File: src/sv/pcc_pkg.sv
// shared types, widths and constants of the clamped pid controller
`timescale 1ns / 1ps
`default_nettype none
package pcc_pkg;

	// operand widths of the serial multiplier and divider
	localparam int MUL_AW  = 64;
	localparam int MUL_BW  = 33;
	localparam int PROD_W  = MUL_AW + MUL_BW;
	localparam int DIV_NW  = 65;
	localparam int DIV_DW  = 16;

	// 256000 / 2^16 reduces to 125 / 2^5, used by both time scalings
	localparam logic [DIV_DW-1:0] TIME_SCALE = 16'd125;

	// request codes
	typedef enum logic [1:0] {
		REQ_DIFF = 2'd0,
		REQ_RATE = 2'd1,
		REQ_CLR  = 2'd2,
		REQ_NOP  = 2'd3
	} req_t;

	// register indexes
	localparam logic [2:0] CFG_GAIN_P   = 3'd0;
	localparam logic [2:0] CFG_GAIN_I   = 3'd1;
	localparam logic [2:0] CFG_GAIN_D   = 3'd2;
	localparam logic [2:0] CFG_OUT_LOW  = 3'd3;
	localparam logic [2:0] CFG_OUT_HIGH = 3'd4;

endpackage
`default_nettype wire

File: src/sv/pcc_mul.sv
// bit-serial shift-and-add multiplier, one multiplier bit per cycle
`timescale 1ns / 1ps
`default_nettype none
module pcc_mul (
	input  wire logic                        clk,
	input  wire logic                        arst_n,
	input  wire logic                        start,
	input  wire logic [pcc_pkg::MUL_AW-1:0]  a,
	input  wire logic [pcc_pkg::MUL_BW-1:0]  b,
	output logic                             done,
	output logic [pcc_pkg::PROD_W-1:0]       product
);
	logic [pcc_pkg::PROD_W-1:0] acc_q;
	logic [pcc_pkg::MUL_AW-1:0] a_q;
	logic [pcc_pkg::MUL_BW-1:0] b_q;
	logic [5:0]                 cnt_q;
	logic                       busy_q;
	logic                       done_q;
	logic [pcc_pkg::MUL_AW:0]   part;

	// add the multiplicand into the upper half when the current bit is set
	assign part = {1'b0, acc_q[pcc_pkg::PROD_W-1:pcc_pkg::MUL_BW]}
		+ (b_q[0] ? {1'b0, a_q} : '0);

	// payload shift registers
	always_ff @(posedge clk) begin
		if (start) begin
			acc_q <= '0;
			a_q   <= a;
			b_q   <= b;
		end else if (busy_q) begin
			acc_q <= {part, acc_q[pcc_pkg::MUL_BW-1:1]};
			b_q   <= b_q >> 1;
		end
	end

	// bit counter
	always_ff @(posedge clk or negedge arst_n) begin
		if (!arst_n) begin
			cnt_q  <= '0;
			busy_q <= 1'b0;
			done_q <= 1'b0;
		end else begin
			done_q <= busy_q && !start && (cnt_q == 6'(pcc_pkg::MUL_BW - 1));
			if (start) begin
				cnt_q  <= '0;
				busy_q <= 1'b1;
			end else if (busy_q) begin
				cnt_q <= cnt_q + 6'd1;
				if (cnt_q == 6'(pcc_pkg::MUL_BW - 1))
					busy_q <= 1'b0;
			end
		end
	end

	assign done    = done_q;
	assign product = acc_q;
endmodule
`default_nettype wire

File: src/sv/pcc_div.sv
// bit-serial restoring divider, one quotient bit per cycle
`timescale 1ns / 1ps
`default_nettype none
module pcc_div (
	input  wire logic                        clk,
	input  wire logic                        arst_n,
	input  wire logic                        start,
	input  wire logic [pcc_pkg::DIV_NW-1:0]  dividend,
	input  wire logic [pcc_pkg::DIV_DW-1:0]  divisor,
	output logic                             done,
	output logic [pcc_pkg::DIV_NW-1:0]       quotient
);
	logic [pcc_pkg::DIV_NW-1:0] quo_q;
	logic [pcc_pkg::DIV_DW-1:0] rem_q;
	logic [pcc_pkg::DIV_DW-1:0] dvs_q;
	logic [6:0]                 cnt_q;
	logic                       busy_q;
	logic                       done_q;
	logic [pcc_pkg::DIV_DW+1:0] trial;

	// trial subtract of the divisor from the partial remainder
	assign trial = {1'b0, rem_q, quo_q[pcc_pkg::DIV_NW-1]} - {2'b00, dvs_q};

	// remainder and quotient shift registers
	always_ff @(posedge clk) begin
		if (start) begin
			quo_q <= dividend;
			rem_q <= '0;
			dvs_q <= divisor;
		end else if (busy_q) begin
			quo_q <= {quo_q[pcc_pkg::DIV_NW-2:0], ~trial[pcc_pkg::DIV_DW+1]};
			if (!trial[pcc_pkg::DIV_DW+1])
				rem_q <= trial[pcc_pkg::DIV_DW-1:0];
			else
				rem_q <= {rem_q[pcc_pkg::DIV_DW-2:0], quo_q[pcc_pkg::DIV_NW-1]};
		end
	end

	// bit counter
	always_ff @(posedge clk or negedge arst_n) begin
		if (!arst_n) begin
			cnt_q  <= '0;
			busy_q <= 1'b0;
			done_q <= 1'b0;
		end else begin
			done_q <= busy_q && !start && (cnt_q == 7'(pcc_pkg::DIV_NW - 1));
			if (start) begin
				cnt_q  <= '0;
				busy_q <= 1'b1;
			end else if (busy_q) begin
				cnt_q <= cnt_q + 7'd1;
				if (cnt_q == 7'(pcc_pkg::DIV_NW - 1))
					busy_q <= 1'b0;
			end
		end
	end

	assign done     = done_q;
	assign quotient = quo_q;
endmodule
`default_nettype wire

File: src/sv/pid_controller_clamped.sv
// Clamped PID controller, top level.
// Input channel (in_valid / in_stall) carries a request: req_type, error,
// error_rate and dt_step. Compute requests (difference or supplied rate)
// give one drive value on the output channel (out_valid / out_stall);
// an integral clear request and the unused code give no result.
// Gains and clamp limits are written through cfg_we / cfg_index / cfg_data;
// the user must write them only while the block is idle, which the block
// itself does not enforce. The state resets to idle; the datapath registers
// have no reset. Each compute request runs through one shared bit-serial
// multiplier (five 64-by-33-bit products) and one bit-serial divider (two
// 65-bit quotients); with dt_step of zero the derivative path is skipped,
// leaving three products and one quotient. A new request is taken at the
// earliest while out_valid is high, so the block works on one compute
// request at a time. A clear request clears the integral and leaves the
// block idle.
// in_stall is high while a request is in work. The result sits in an
// output register; a new request is taken while it waits, and a finished
// request waits in its last step while the receiver stalls.
// arst_n clears gains, limits, the integral and the last error.
`timescale 1ns / 1ps
`default_nettype none
module pid_controller_clamped (
	input  wire logic               clk,
	input  wire logic               arst_n,
	input  wire logic               cfg_we,
	input  wire logic [2:0]         cfg_index,
	input  wire logic [31:0]        cfg_data,
	input  wire logic               in_valid,
	output logic                    in_stall,
	input  wire logic [1:0]         req_type,
	input  wire logic signed [31:0] error,
	input  wire logic signed [31:0] error_rate,
	input  wire logic [15:0]        dt_step,
	output logic                    out_valid,
	input  wire logic               out_stall,
	output logic signed [31:0]      drive
);
	typedef enum logic [9:0] {
		ST_IDLE   = 10'b0000000001,
		ST_MUL_P  = 10'b0000000010,
		ST_MUL_I1 = 10'b0000000100,
		ST_MUL_I2 = 10'b0000001000,
		ST_DIV_I  = 10'b0000010000,
		ST_MUL_D1 = 10'b0000100000,
		ST_MUL_D2 = 10'b0001000000,
		ST_DIV_D  = 10'b0010000000,
		ST_SUM    = 10'b0100000000,
		ST_OUT    = 10'b1000000000
	} state_t;

	state_t state_q;

	logic [31:0] gain_p_q, gain_i_q, gain_d_q, out_low_q, out_high_q;
	logic [31:0] last_error_q;
	logic [47:0] integral_q;
	logic        err_neg_q, x_neg_q;
	logic [31:0] err_mag_q;
	logic [32:0] x_mag_q;
	logic [15:0] dt_q;
	logic [63:0] p_q, d_q, sum_q;
	logic [31:0] drive_q;
	logic        out_valid_q;

	logic                        mul_go_q, mul_done;
	logic [pcc_pkg::MUL_AW-1:0]  mul_a_q;
	logic [pcc_pkg::MUL_BW-1:0]  mul_b_q;
	logic [pcc_pkg::PROD_W-1:0]  product;
	logic                        div_go_q, div_done;
	logic [pcc_pkg::DIV_NW-1:0]  div_n_q;
	logic [pcc_pkg::DIV_DW-1:0]  div_d_q;
	logic [pcc_pkg::DIV_NW-1:0]  quotient;

	logic        accept;
	logic        out_free;
	logic        mul_launch, div_launch;
	logic [32:0] x_in;
	logic [32:0] x_abs;
	logic [31:0] err_abs;
	logic [31:0] gp_abs, gi_abs, gd_abs;
	logic [62:0] p_mag;
	logic [49:0] di_s, int_sum;
	logic [47:0] int_next;
	logic [62:0] d_mag;
	logic [64:0] s65;
	logic [63:0] u_sat, u_clamp, lim_hi, lim_lo;

	assign accept   = in_valid && !in_stall;
	assign out_free = !out_valid_q || !out_stall;

	// error change or supplied rate and magnitudes of the operands
	assign x_in    = (req_type == pcc_pkg::REQ_DIFF)
		? ({error[31], error} - {last_error_q[31], last_error_q})
		: {error_rate[31], error_rate};
	assign x_abs   = x_in[32] ? (33'd0 - x_in) : x_in;
	assign err_abs = error[31] ? (32'd0 - error) : error;
	assign gp_abs  = gain_p_q[31] ? (32'd0 - gain_p_q) : gain_p_q;
	assign gi_abs  = gain_i_q[31] ? (32'd0 - gain_i_q) : gain_i_q;
	assign gd_abs  = gain_d_q[31] ? (32'd0 - gain_d_q) : gain_d_q;

	// proportional term, product scaled down by the fraction bits
	assign p_mag = product[78:16];

	// integral increment and saturating update
	assign di_s     = (gain_i_q[31] ^ err_neg_q) ? (50'd0 - {5'd0, quotient[44:0]})
		: {5'd0, quotient[44:0]};
	assign int_sum  = {{2{integral_q[47]}}, integral_q} + di_s;
	assign int_next = (int_sum[49:47] == 3'b000 || int_sum[49:47] == 3'b111)
		? int_sum[47:0]
		: (int_sum[49] ? {1'b1, 47'd0} : {1'b0, {47{1'b1}}});

	// derivative magnitude capped at the signed 64-bit range
	assign d_mag = (quotient[64:63] != 2'b00) ? {63{1'b1}} : quotient[62:0];

	// final saturating add and clamp
	assign s65     = {sum_q[63], sum_q} + {d_q[63], d_q};
	assign u_sat   = (s65[64] != s65[63])
		? (s65[64] ? {1'b1, 63'd0} : {1'b0, {63{1'b1}}}) : s65[63:0];
	assign lim_hi  = {{32{out_high_q[31]}}, out_high_q};
	assign lim_lo  = {{32{out_low_q[31]}}, out_low_q};
	assign u_clamp = ($signed(u_sat) > $signed(lim_hi)) ? lim_hi
		: (($signed(u_sat) < $signed(lim_lo)) ? lim_lo : u_sat);

	// launch conditions of the multiplier and divider
	assign mul_launch = (accept && (req_type == pcc_pkg::REQ_DIFF
			|| req_type == pcc_pkg::REQ_RATE))
		|| (mul_done && (state_q == ST_MUL_P || state_q == ST_MUL_I1
			|| state_q == ST_MUL_D1))
		|| (div_done && state_q == ST_DIV_I && dt_q != 16'd0);
	assign div_launch = mul_done && (state_q == ST_MUL_I2 || state_q == ST_MUL_D2);

	// configuration registers
	always_ff @(posedge clk or negedge arst_n) begin
		if (!arst_n) begin
			gain_p_q   <= '0;
			gain_i_q   <= '0;
			gain_d_q   <= '0;
			out_low_q  <= '0;
			out_high_q <= '0;
		end else if (cfg_we) begin
			case (cfg_index)
				pcc_pkg::CFG_GAIN_P:   gain_p_q   <= cfg_data;
				pcc_pkg::CFG_GAIN_I:   gain_i_q   <= cfg_data;
				pcc_pkg::CFG_GAIN_D:   gain_d_q   <= cfg_data;
				pcc_pkg::CFG_OUT_LOW:  out_low_q  <= cfg_data;
				pcc_pkg::CFG_OUT_HIGH: out_high_q <= cfg_data;
				default: ;
			endcase
		end
	end

	// request operands and intermediate terms
	always_ff @(posedge clk) begin
		case (state_q)
			ST_IDLE: begin
				if (accept) begin
					err_neg_q <= error[31];
					err_mag_q <= err_abs;
					x_neg_q   <= x_in[32];
					x_mag_q   <= x_abs;
					dt_q      <= dt_step;
					mul_a_q   <= {32'd0, gp_abs};
					mul_b_q   <= {1'b0, err_abs};
				end
			end
			ST_MUL_P: begin
				if (mul_done) begin
					p_q     <= (gain_p_q[31] ^ err_neg_q) ? (64'd0 - {1'b0, p_mag})
						: {1'b0, p_mag};
					mul_a_q <= {32'd0, gi_abs};
					mul_b_q <= {1'b0, err_mag_q};
				end
			end
			ST_MUL_I1: begin
				if (mul_done) begin
					mul_a_q <= product[63:0];
					mul_b_q <= {17'd0, dt_q};
				end
			end
			ST_MUL_I2: begin
				if (mul_done) begin
					div_n_q <= product[91:27];
					div_d_q <= pcc_pkg::TIME_SCALE;
				end
			end
			ST_DIV_I: begin
				if (div_done) begin
					d_q     <= '0;
					mul_a_q <= {32'd0, gd_abs};
					mul_b_q <= x_mag_q;
				end
			end
			ST_MUL_D1: begin
				if (mul_done) begin
					mul_a_q <= product[63:0];
					mul_b_q <= {17'd0, pcc_pkg::TIME_SCALE};
				end
			end
			ST_MUL_D2: begin
				if (mul_done) begin
					div_n_q <= product[69:5];
					div_d_q <= dt_q;
				end
			end
			ST_DIV_D: begin
				if (div_done)
					d_q <= (gain_d_q[31] ^ x_neg_q) ? (64'd0 - {1'b0, d_mag})
						: {1'b0, d_mag};
			end
			ST_SUM: begin
				sum_q <= p_q + {{16{integral_q[47]}}, integral_q};
			end
			ST_OUT: begin
				if (out_free)
					drive_q <= u_clamp[31:0];
			end
			default: ;
		endcase
	end

	// launch pulses of the shared units
	always_ff @(posedge clk or negedge arst_n) begin
		if (!arst_n) begin
			mul_go_q <= 1'b0;
			div_go_q <= 1'b0;
		end else begin
			mul_go_q <= mul_launch;
			div_go_q <= div_launch;
		end
	end

	// result valid, set by a finished request and cleared when taken
	always_ff @(posedge clk or negedge arst_n) begin
		if (!arst_n)
			out_valid_q <= 1'b0;
		else if (state_q == ST_OUT && out_free)
			out_valid_q <= 1'b1;
		else if (!out_stall)
			out_valid_q <= 1'b0;
	end

	// sequencer over the shared multiplier and divider
	always_ff @(posedge clk or negedge arst_n) begin
		if (!arst_n) begin
			state_q      <= ST_IDLE;
			integral_q   <= '0;
			last_error_q <= '0;
		end else begin
			case (state_q)
				ST_IDLE: begin
					if (accept) begin
						if (req_type == pcc_pkg::REQ_CLR) begin
							integral_q <= '0;
						end else if (req_type == pcc_pkg::REQ_DIFF
							|| req_type == pcc_pkg::REQ_RATE) begin
							last_error_q <= error;
							state_q      <= ST_MUL_P;
						end
					end
				end
				ST_MUL_P: begin
					if (mul_done)
						state_q <= ST_MUL_I1;
				end
				ST_MUL_I1: begin
					if (mul_done)
						state_q <= ST_MUL_I2;
				end
				ST_MUL_I2: begin
					if (mul_done)
						state_q <= ST_DIV_I;
				end
				ST_DIV_I: begin
					if (div_done) begin
						integral_q <= int_next;
						if (dt_q == 16'd0)
							state_q <= ST_SUM;
						else
							state_q <= ST_MUL_D1;
					end
				end
				ST_MUL_D1: begin
					if (mul_done)
						state_q <= ST_MUL_D2;
				end
				ST_MUL_D2: begin
					if (mul_done)
						state_q <= ST_DIV_D;
				end
				ST_DIV_D: begin
					if (div_done)
						state_q <= ST_SUM;
				end
				ST_SUM: begin
					state_q <= ST_OUT;
				end
				ST_OUT: begin
					if (out_free)
						state_q <= ST_IDLE;
				end
				default: state_q <= ST_IDLE;
			endcase
		end
	end

	// shared arithmetic units
	pcc_mul u_mul (
		.clk     (clk),
		.arst_n  (arst_n),
		.start   (mul_go_q),
		.a       (mul_a_q),
		.b       (mul_b_q),
		.done    (mul_done),
		.product (product)
	);

	pcc_div u_div (
		.clk      (clk),
		.arst_n   (arst_n),
		.start    (div_go_q),
		.dividend (div_n_q),
		.divisor  (div_d_q),
		.done     (div_done),
		.quotient (quotient)
	);

	assign in_stall  = (state_q != ST_IDLE);
	assign out_valid = out_valid_q;
	assign drive     = drive_q;
endmodule
`default_nettype wire

File: config.mk
export PLATFORM = sky130hd
export DESIGN_NAME = pid_controller_clamped
export DESIGN_NICKNAME = d
export VERILOG_FILES = /design/src/sv/pcc_pkg.sv /design/src/sv/pcc_mul.sv /design/src/sv/pcc_div.sv /design/src/sv/pid_controller_clamped.sv
export SDC_FILE = /design/constraint.sdc
export NUM_CORES = 2
export LEC_CHECK = 0
export BUFFER_PORTS_ARGS = -buffer_cell sky130_fd_sc_hd__buf_2
export CORE_AREA = 4 4 334 336
export CTS_BUF_LIST = sky130_fd_sc_hd__clkbuf_4 sky130_fd_sc_hd__clkbuf_8
export CTS_CLUSTER_SIZE = 25
export DETAILED_ROUTE_END_ITERATION = 10
export DIE_AREA = 0 0 338 340
export PLACE_DENSITY = 0.82
export SLEW_MARGIN = 20
export SYNTH_ARGS = -nofsm -noshare
export SYNTH_HDL_FRONTEND = slang
export SYNTH_SLANG_ARGS = --single-unit
File: constraint.sdc
create_clock -name clk -period 8.7 [get_ports clk]
set_input_delay 2.61 -clock clk [delete_from_list [all_inputs] [get_ports clk]]
set_output_delay 2.61 -clock clk [all_outputs]
set_load 0.02 [all_outputs]
Yosys cells after proc, flatten, opt, wreduce, memory -nomap -nowiden --
Index checks and enable logic that the tools add are counted.
Operators by class: mux-type cells 71, equality and inequality tests 35, bitwise logic cells 5, add/subtract/negate cells 16, magnitude comparators 2, reduce and logical (&&, ||, !) cells 53
Operators by type and width (number):
- 2-to-1 mux 64 bit | 10
- 2-to-1 mux 33 bit | 8
- 2-to-1 mux 65 bit | 4
- one-hot mux 64 bit (4 select lines) | 1
- 2-to-1 mux 48 bit | 5
- 2-to-1 mux 32 bit | 7
- one-hot mux 33 bit (5 select lines) | 1
- one-hot mux 65 bit (2 select lines) | 1
- one-hot mux 64 bit (2 select lines) | 1
- subtractor 1 x 32 -> 32 bit (first input constant) | 4
- subtractor 1 x 63 -> 64 bit (first input constant) | 2
- 2-to-1 mux 63 bit | 2
- 2-to-1 mux 10 bit | 11
- one-hot mux 10 bit (10 select lines) | 1
- one-hot mux 48 bit (2 select lines) | 1
- adder 64 x 64 -> 65 bit | 1
- adder 64 x 65 -> 65 bit | 1
- adder 64 bit | 1
- > comparator 64 x 32 -> 1 bit | 1
- less-than comparator 64 x 32 -> 1 bit | 1
- adder 50 bit | 1
- 2-to-1 mux 50 bit | 1
- 2-to-1 mux 16 bit | 3
- subtractor 1 x 45 -> 46 bit (first input constant) | 1
- 50 further kinds | 112
Word-level totals: input port bits 122, logic and storage cells 220, output and inout bits 34, flip-flop bits (word level) 1046

Longest topological paths before layout --
word-level depth 8, mapped depth 34, depth with buffers taken out 28

Modules after synthesis --
Synthesis repeated with hierarchy kept, for this count alone.
Unflattened totals: cells, all modules 6657, area total of the unflattened synthesis 65909.5 µm²
By module, submodules not included:
- pid_controller_clamped | area an instance 49607.6 µm², seq. area each 20896.3 µm², cells an instance 5172, instances 1
- pcc_mul | area an instance 11079.4 µm², seq. area each 5054.8 µm², cells an instance 1100, instances 1
- pcc_div | area an instance 5222.5 µm², seq. area each 2977.9 µm², cells an instance 385, instances 1

Worst setup path before layout --
Ideal clock, no wire load.
kind reg-to-reg, from reg d_q[12], to reg drive_q[10] (netlist: drive[10]), data pin, cell stages (with the launch flop) 33, arrival 6.869 ns, buffers on the path 5, setup slack 1.552 ns, required time 8.421 ns, clock period less this slack 7.148 ns, setup time 0.279 ns, path through edfxtp_1 ha_1 clkbuf_1 nand4_1 a2111oi_0 nand3_1 a2111oi_0 o21bai_1 nand3_1 a41oi_1 o31a_1 o21ai_0 a31oi_1 xnor2_1 ha_1 nand2b_1 clkbuf_1 clkbuf_1 clkbuf_1 o21ai_0 ha_1 a21o_1 a21o_1 a21oi_1 nor2b_1 o21ai_0 a21oi_1 a211oi_1 o211ai_1 o211ai_1 clkbuf_1 mux2i_1 mux2i_1
Between the ends: word-level cells in the longest chain between the ends 6, elaborated cells on any way between the ends 8, classes of those cells add/sub: 1; order compare: 2; eq/ne: 1; mux: 4
RTL lines:
- from (decl) | line pid_controller_clamped.sv:60 | logic [63:0] p_q, d_q, sum_q;
- from (signal assigned) | line pid_controller_clamped.sv:206 | d_q <= (gain_d_q[31] ^ x_neg_q) ? (64'd0 - {1'b0, d_mag})
- adder 64 x 64 -> 65 bit * | line pid_controller_clamped.sv:115 | assign s65 = {sum_q[63], sum_q} + {d_q[63], d_q};
- 2-to-1 mux 64 bit / inequality test 1 bit (equally long branches) | line pid_controller_clamped.sv:117, pid_controller_clamped.sv:116
- 2-to-1 mux 64 bit * | line pid_controller_clamped.sv:117 | ? (s65[64] ? {1'b1, 63'd0} : {1'b0, {63{1'b1}}}) : s65[63:0];
- less-than comparator 64 x 32 -> 1 bit | line pid_controller_clamped.sv:121 | : (($signed(u_sat) < $signed(lim_lo)) ? lim_lo : u_sat);
- 2-to-1 mux 32 bit | line pid_controller_clamped.sv:121
- 2-to-1 mux 32 bit * | line pid_controller_clamped.sv:120 | assign u_clamp = ($signed(u_sat) > $signed(lim_hi)) ? lim_hi
- net u_clamp[10] | line pid_controller_clamped.sv:85 | logic [63:0] u_sat, u_clamp, lim_hi, lim_lo;
- to (signal assigned) | line pid_controller_clamped.sv:214 | drive_q <= u_clamp[31:0];
- to (decl) | line pid_controller_clamped.sv:61 | logic [31:0] drive_q;
The timed path passes the listed nets; every way through them passes the cells marked *. A chain may end at the register's enable or synchronous reset.

Worst setup path after layout --
from reg sum_q[8], to reg drive_q[11] (netlist: drive[11]), data pin
Between the ends: word-level cells in the longest chain between the ends 6, elaborated cells on any way between the ends 8, classes of those cells add/sub: 1; order compare: 2; eq/ne: 1; mux: 4
RTL lines:
- from (decl) | line pid_controller_clamped.sv:60
- from (signal assigned) | line pid_controller_clamped.sv:210 | sum_q <= p_q + {{16{integral_q[47]}}, integral_q};
- adder 64 x 64 -> 65 bit * | line pid_controller_clamped.sv:115
- 2-to-1 mux 64 bit / inequality test 1 bit (equally long branches) | line pid_controller_clamped.sv:117, pid_controller_clamped.sv:116
- 2-to-1 mux 64 bit * | line pid_controller_clamped.sv:117
- less-than comparator 64 x 32 -> 1 bit | line pid_controller_clamped.sv:121
- 2-to-1 mux 32 bit | line pid_controller_clamped.sv:121
- 2-to-1 mux 32 bit * | line pid_controller_clamped.sv:120
- net u_clamp[11] | line pid_controller_clamped.sv:85
Marked as above.

==> flow_metrics.env <==
export IMPL_slowest_delay_ps=920
export IMPL_synthArstFlopShare=0.258
export IMPL_port_buffers=155
export IMPL_cp_max_fo=35
export IMPL_synth_top_area_frac=0.307
export IMPL_leakage_nw=29.2
export IMPL_yosys_warnings=0
export IMPL_synth_nets=6993
export IMPL_postRouteWirelength_um=183000
export IMPL_die_w_um=338
export IMPL_crit_buf_inv=2
export IMPL_fp_dieH_um=340
export IMPL_synth_top_cell_by_area="edfxtp_1"
export IMPL_tns_ps=0
export IMPL_cts_root_buf="clkbuf_8"
export IMPL_ant_nets=0
export IMPL_finalClockSkew_ps=62.8
export IMPL_finalHoldViolCount=0
export IMPL_r2r_start="sum_q[8]"
export IMPL_wire_per_inst_um=22.6
export IMPL_synth_seq_area_share=0.446
export IMPL_cpMaxStageDelayCell="a2111oi_1"
export IMPL_synth_edf_count=663
export IMPL_crit_arrival_ps=9120
export IMPL_pwr_share_clk=0.243
export IMPL_die_area_um2=115000
export IMPL_hold_path_cell_count=0
export IMPL_synth_distinct_cells=88
export IMPL_worstSetupPathType="reg -> reg"
export IMPL_ys_top_cells_by_count="edfxtp_1 (663), nand2_1 (610), nor2_1 (466)"
export IMPL_p_sw_mw=7.14
export IMPL_p_per_area_nw_per_um2=269
export IMPL_timing_rr_end="drive[11]"
export IMPL_grt_use_total=0.314
export IMPL_routed_via_density=6.41
export IMPL_pin_count=156
export IMPL_peakVddDrop_v=0.000207
export IMPL_syn_instance_count=6437
export IMPL_sequentialPowerShare=0.394
export IMPL_syn_avg_cell_area_um2=10.1
export IMPL_synth_most_common_cell="edfxtp_1"
export IMPL_ys_flop_type="edfxtp_1"
export IMPL_clk_pin_slew_ps=60
export IMPL_clock_sinks=1046
export IMPL_synthTopCellsByArea="edfxtp_1 (31%), dfrtp_1 (10%), ha_1 (8.3%), xnor2_1 (4.3%), mux2_2 (3.9%)"
export IMPL_drive_gt1_frac=0.122
export IMPL_synth_cell_area_um2=64800
export IMPL_clock_path_buffers=3
export IMPL_critPathRequiredTime_ps=9410
export IMPL_place_gp_congestion=0.991
export IMPL_insertion_delay_ps=880
export IMPL_end_kind="flop"
export IMPL_drtIter0Drc=5293
export IMPL_intPower_mw=11.9
export IMPL_grt_pass1_wl_um=282000
export IMPL_wl_met3_um=16700
export IMPL_core_um2=109000
export IMPL_cts_tree="built"
export IMPL_fmax_mhz=119
export IMPL_hold_end="u_div.dvs_q[3]"
export IMPL_drv_slew=0
export IMPL_worstMarginPinSlew_ps=1100
export IMPL_ys_ff_latch=1046
export IMPL_cts_hold_buf=0
export IMPL_rsz0062_at_grt="no"
export IMPL_crit_path_start="sum_q[8]"
export IMPL_fillCellCount=8325
export IMPL_place_hpwl_um=135000
export IMPL_comb_power_share=0.364
export IMPL_route_met2_wl_um=84400
export IMPL_dr_max_layer_used="met4"
export IMPL_setup_viol=0
export IMPL_area_growth_pct=9.11
export IMPL_min_period_ps=8410
export IMPL_power_mw=19.0
export IMPL_cts_htree_levels=4
export IMPL_worst_setup_path_start_kind="flop"
export IMPL_vias=51900
export IMPL_post_cts_buffers=0
export IMPL_rrSetupSlack_ps=290
export IMPL_cts_resized=0
export IMPL_floorplan_initialDensity=0.597
export IMPL_worstHoldStart="div_d_q[3]"
export IMPL_fin_nets=7084
export IMPL_relSlewSlack=0.265
export IMPL_grt_pass1_vias=49900
export IMPL_cts_buffers_inserted=171
export IMPL_reg2reg_depth=29
export IMPL_hold_path_class="reg -> reg"
export IMPL_crit_family="compound AO/OA/AOI/OAI gates"
export IMPL_wirelength_met1_um=72400
export IMPL_firstDrtPassIters=8
export IMPL_switching_share=0.375
export IMPL_cap_violations=0
export IMPL_grt_overflow_total=0
export IMPL_drc=0
export IMPL_antenna_found_initial=8
export IMPL_outcome="finished, final reports clean"
export IMPL_rows=121
export IMPL_grt_max_degree=163
export IMPL_post_route_period_util=0.967
## power by group through the flow
stage	Clock (mW)	Sequential, mW	Combinational, mW
2_1_floorplan	0	6.96	5.37
3_3_place_gp	0	7.52	6.55
3_5_place_dp	0	7.55	6.75
4_1_cts	4.68	7.46	6.80
5_1_grt	4.92	7.54	7.65
6_report	4.61	7.49	6.92
## worst max path at each step
stage,to,cells after the start
after detailed placement,drive[11],29
after floorplan,drive[10],32
final,drive[11],29
after CTS,drive[11],29
after global placement,drive[1],29
after global routing,drive[11],29
## registers in the layout, summed over array words and instances (netlist names), 33 cells and up
| signal | cells |
|---|---|
| mul_a_q | 64 |
| d_q | 64 |
| p_q | 64 |
| u_mul.product | 97 |
| div_n_q | 65 |
| u_mul.a_q | 64 |
| sum_q | 64 |
| u_mul.b_q | 33 |
| integral_q | 48 |
| u_div.quotient | 65 |
| x_mag_q | 33 |
| mul_b_q | 33 |
## cells in the final DEF, fill, tap and decap left out, types with 75 or more instances in the layout
cell type,Yosys,final
dfxtp_1,113,113
inv_1,237,233
nor2_1,466,461
mux2_2,225,224
edfxtp_1,663,663
clkbuf_8,0,194
xor2_1,224,222
a21o_1,201,201
dfrtp_1,269,266
o31ai_1,75,75
and2_1,131,129
mux2i_1,152,152
o21ai_0,448,448
buf_2,2,154
ha_1,428,428
a21oi_1,389,387
nand3_1,81,81
xnor2_1,319,316
nand2_1,610,610
## worst reg2reg max path, delay by kind of cell (launching register included)
family | cells | cell delay (ps)
buffers and inverters | 2 | 670
adders and majority gates | 3 | 1040
AOI/OAI and AO/OA | 14 | 3900
and+or+nand+nor | 7 | 1310
xor gates and xnor gates | 1 | 200
muxes | 2 | 780
DFF | 1 | 370
## through the flow
step                      cell area, um2  utilization  worst slack, ps  hold slack, ps  cells
after floorplan                    64800            -             1550             400   6437
after global placement             66900        0.616              506             401   7767
after detailed placement           66900        0.616              298             405   7767
after CTS                          70600        0.650              226             386   8088
after global routing               70700        0.651             51.0             395   8097
final                              70700        0.651              288             393   8104
## metal layers
layer,global-route usage,up-vias
met5,0,-
met3,0.0569,521
li1,-,23900
met1,0.413,24900
met2,0.503,2556
met4,0.154,0
## layout make-up
cell class	instances	area, um2	area share
multi-input cells	4855	34000	0.482
flip-flops and latches	1046	28900	0.409
clock buffers	263	3190	0.0451
well taps	1414	1770	0.0250
repair buffers	217	1310	0.0185
inverters	237	891	0.0126
clock inverters	58	523	0.00740
diodes	14	35.0	0.000496
## cell families (layout without fill, tap and decap cells)
kind of cell | Yosys count | count (layout) | share of synthesized area
and+or+nand+nor | 1817 | 1817 | 0.134
AOI/OAI and AO/OA | 1684 | 1684 | 0.168
DFF | 1046 | 1046 | 0.446
xor gates and xnor gates | 543 | 543 | 0.0734
buffers and inverters | 536 | 775 | 0.0311
adders and majority gates | 434 | 434 | 0.0845
muxes | 377 | 377 | 0.0626
other | 0 | 14 | 0
No activity file was read; power rests on OpenSTA's default activity.
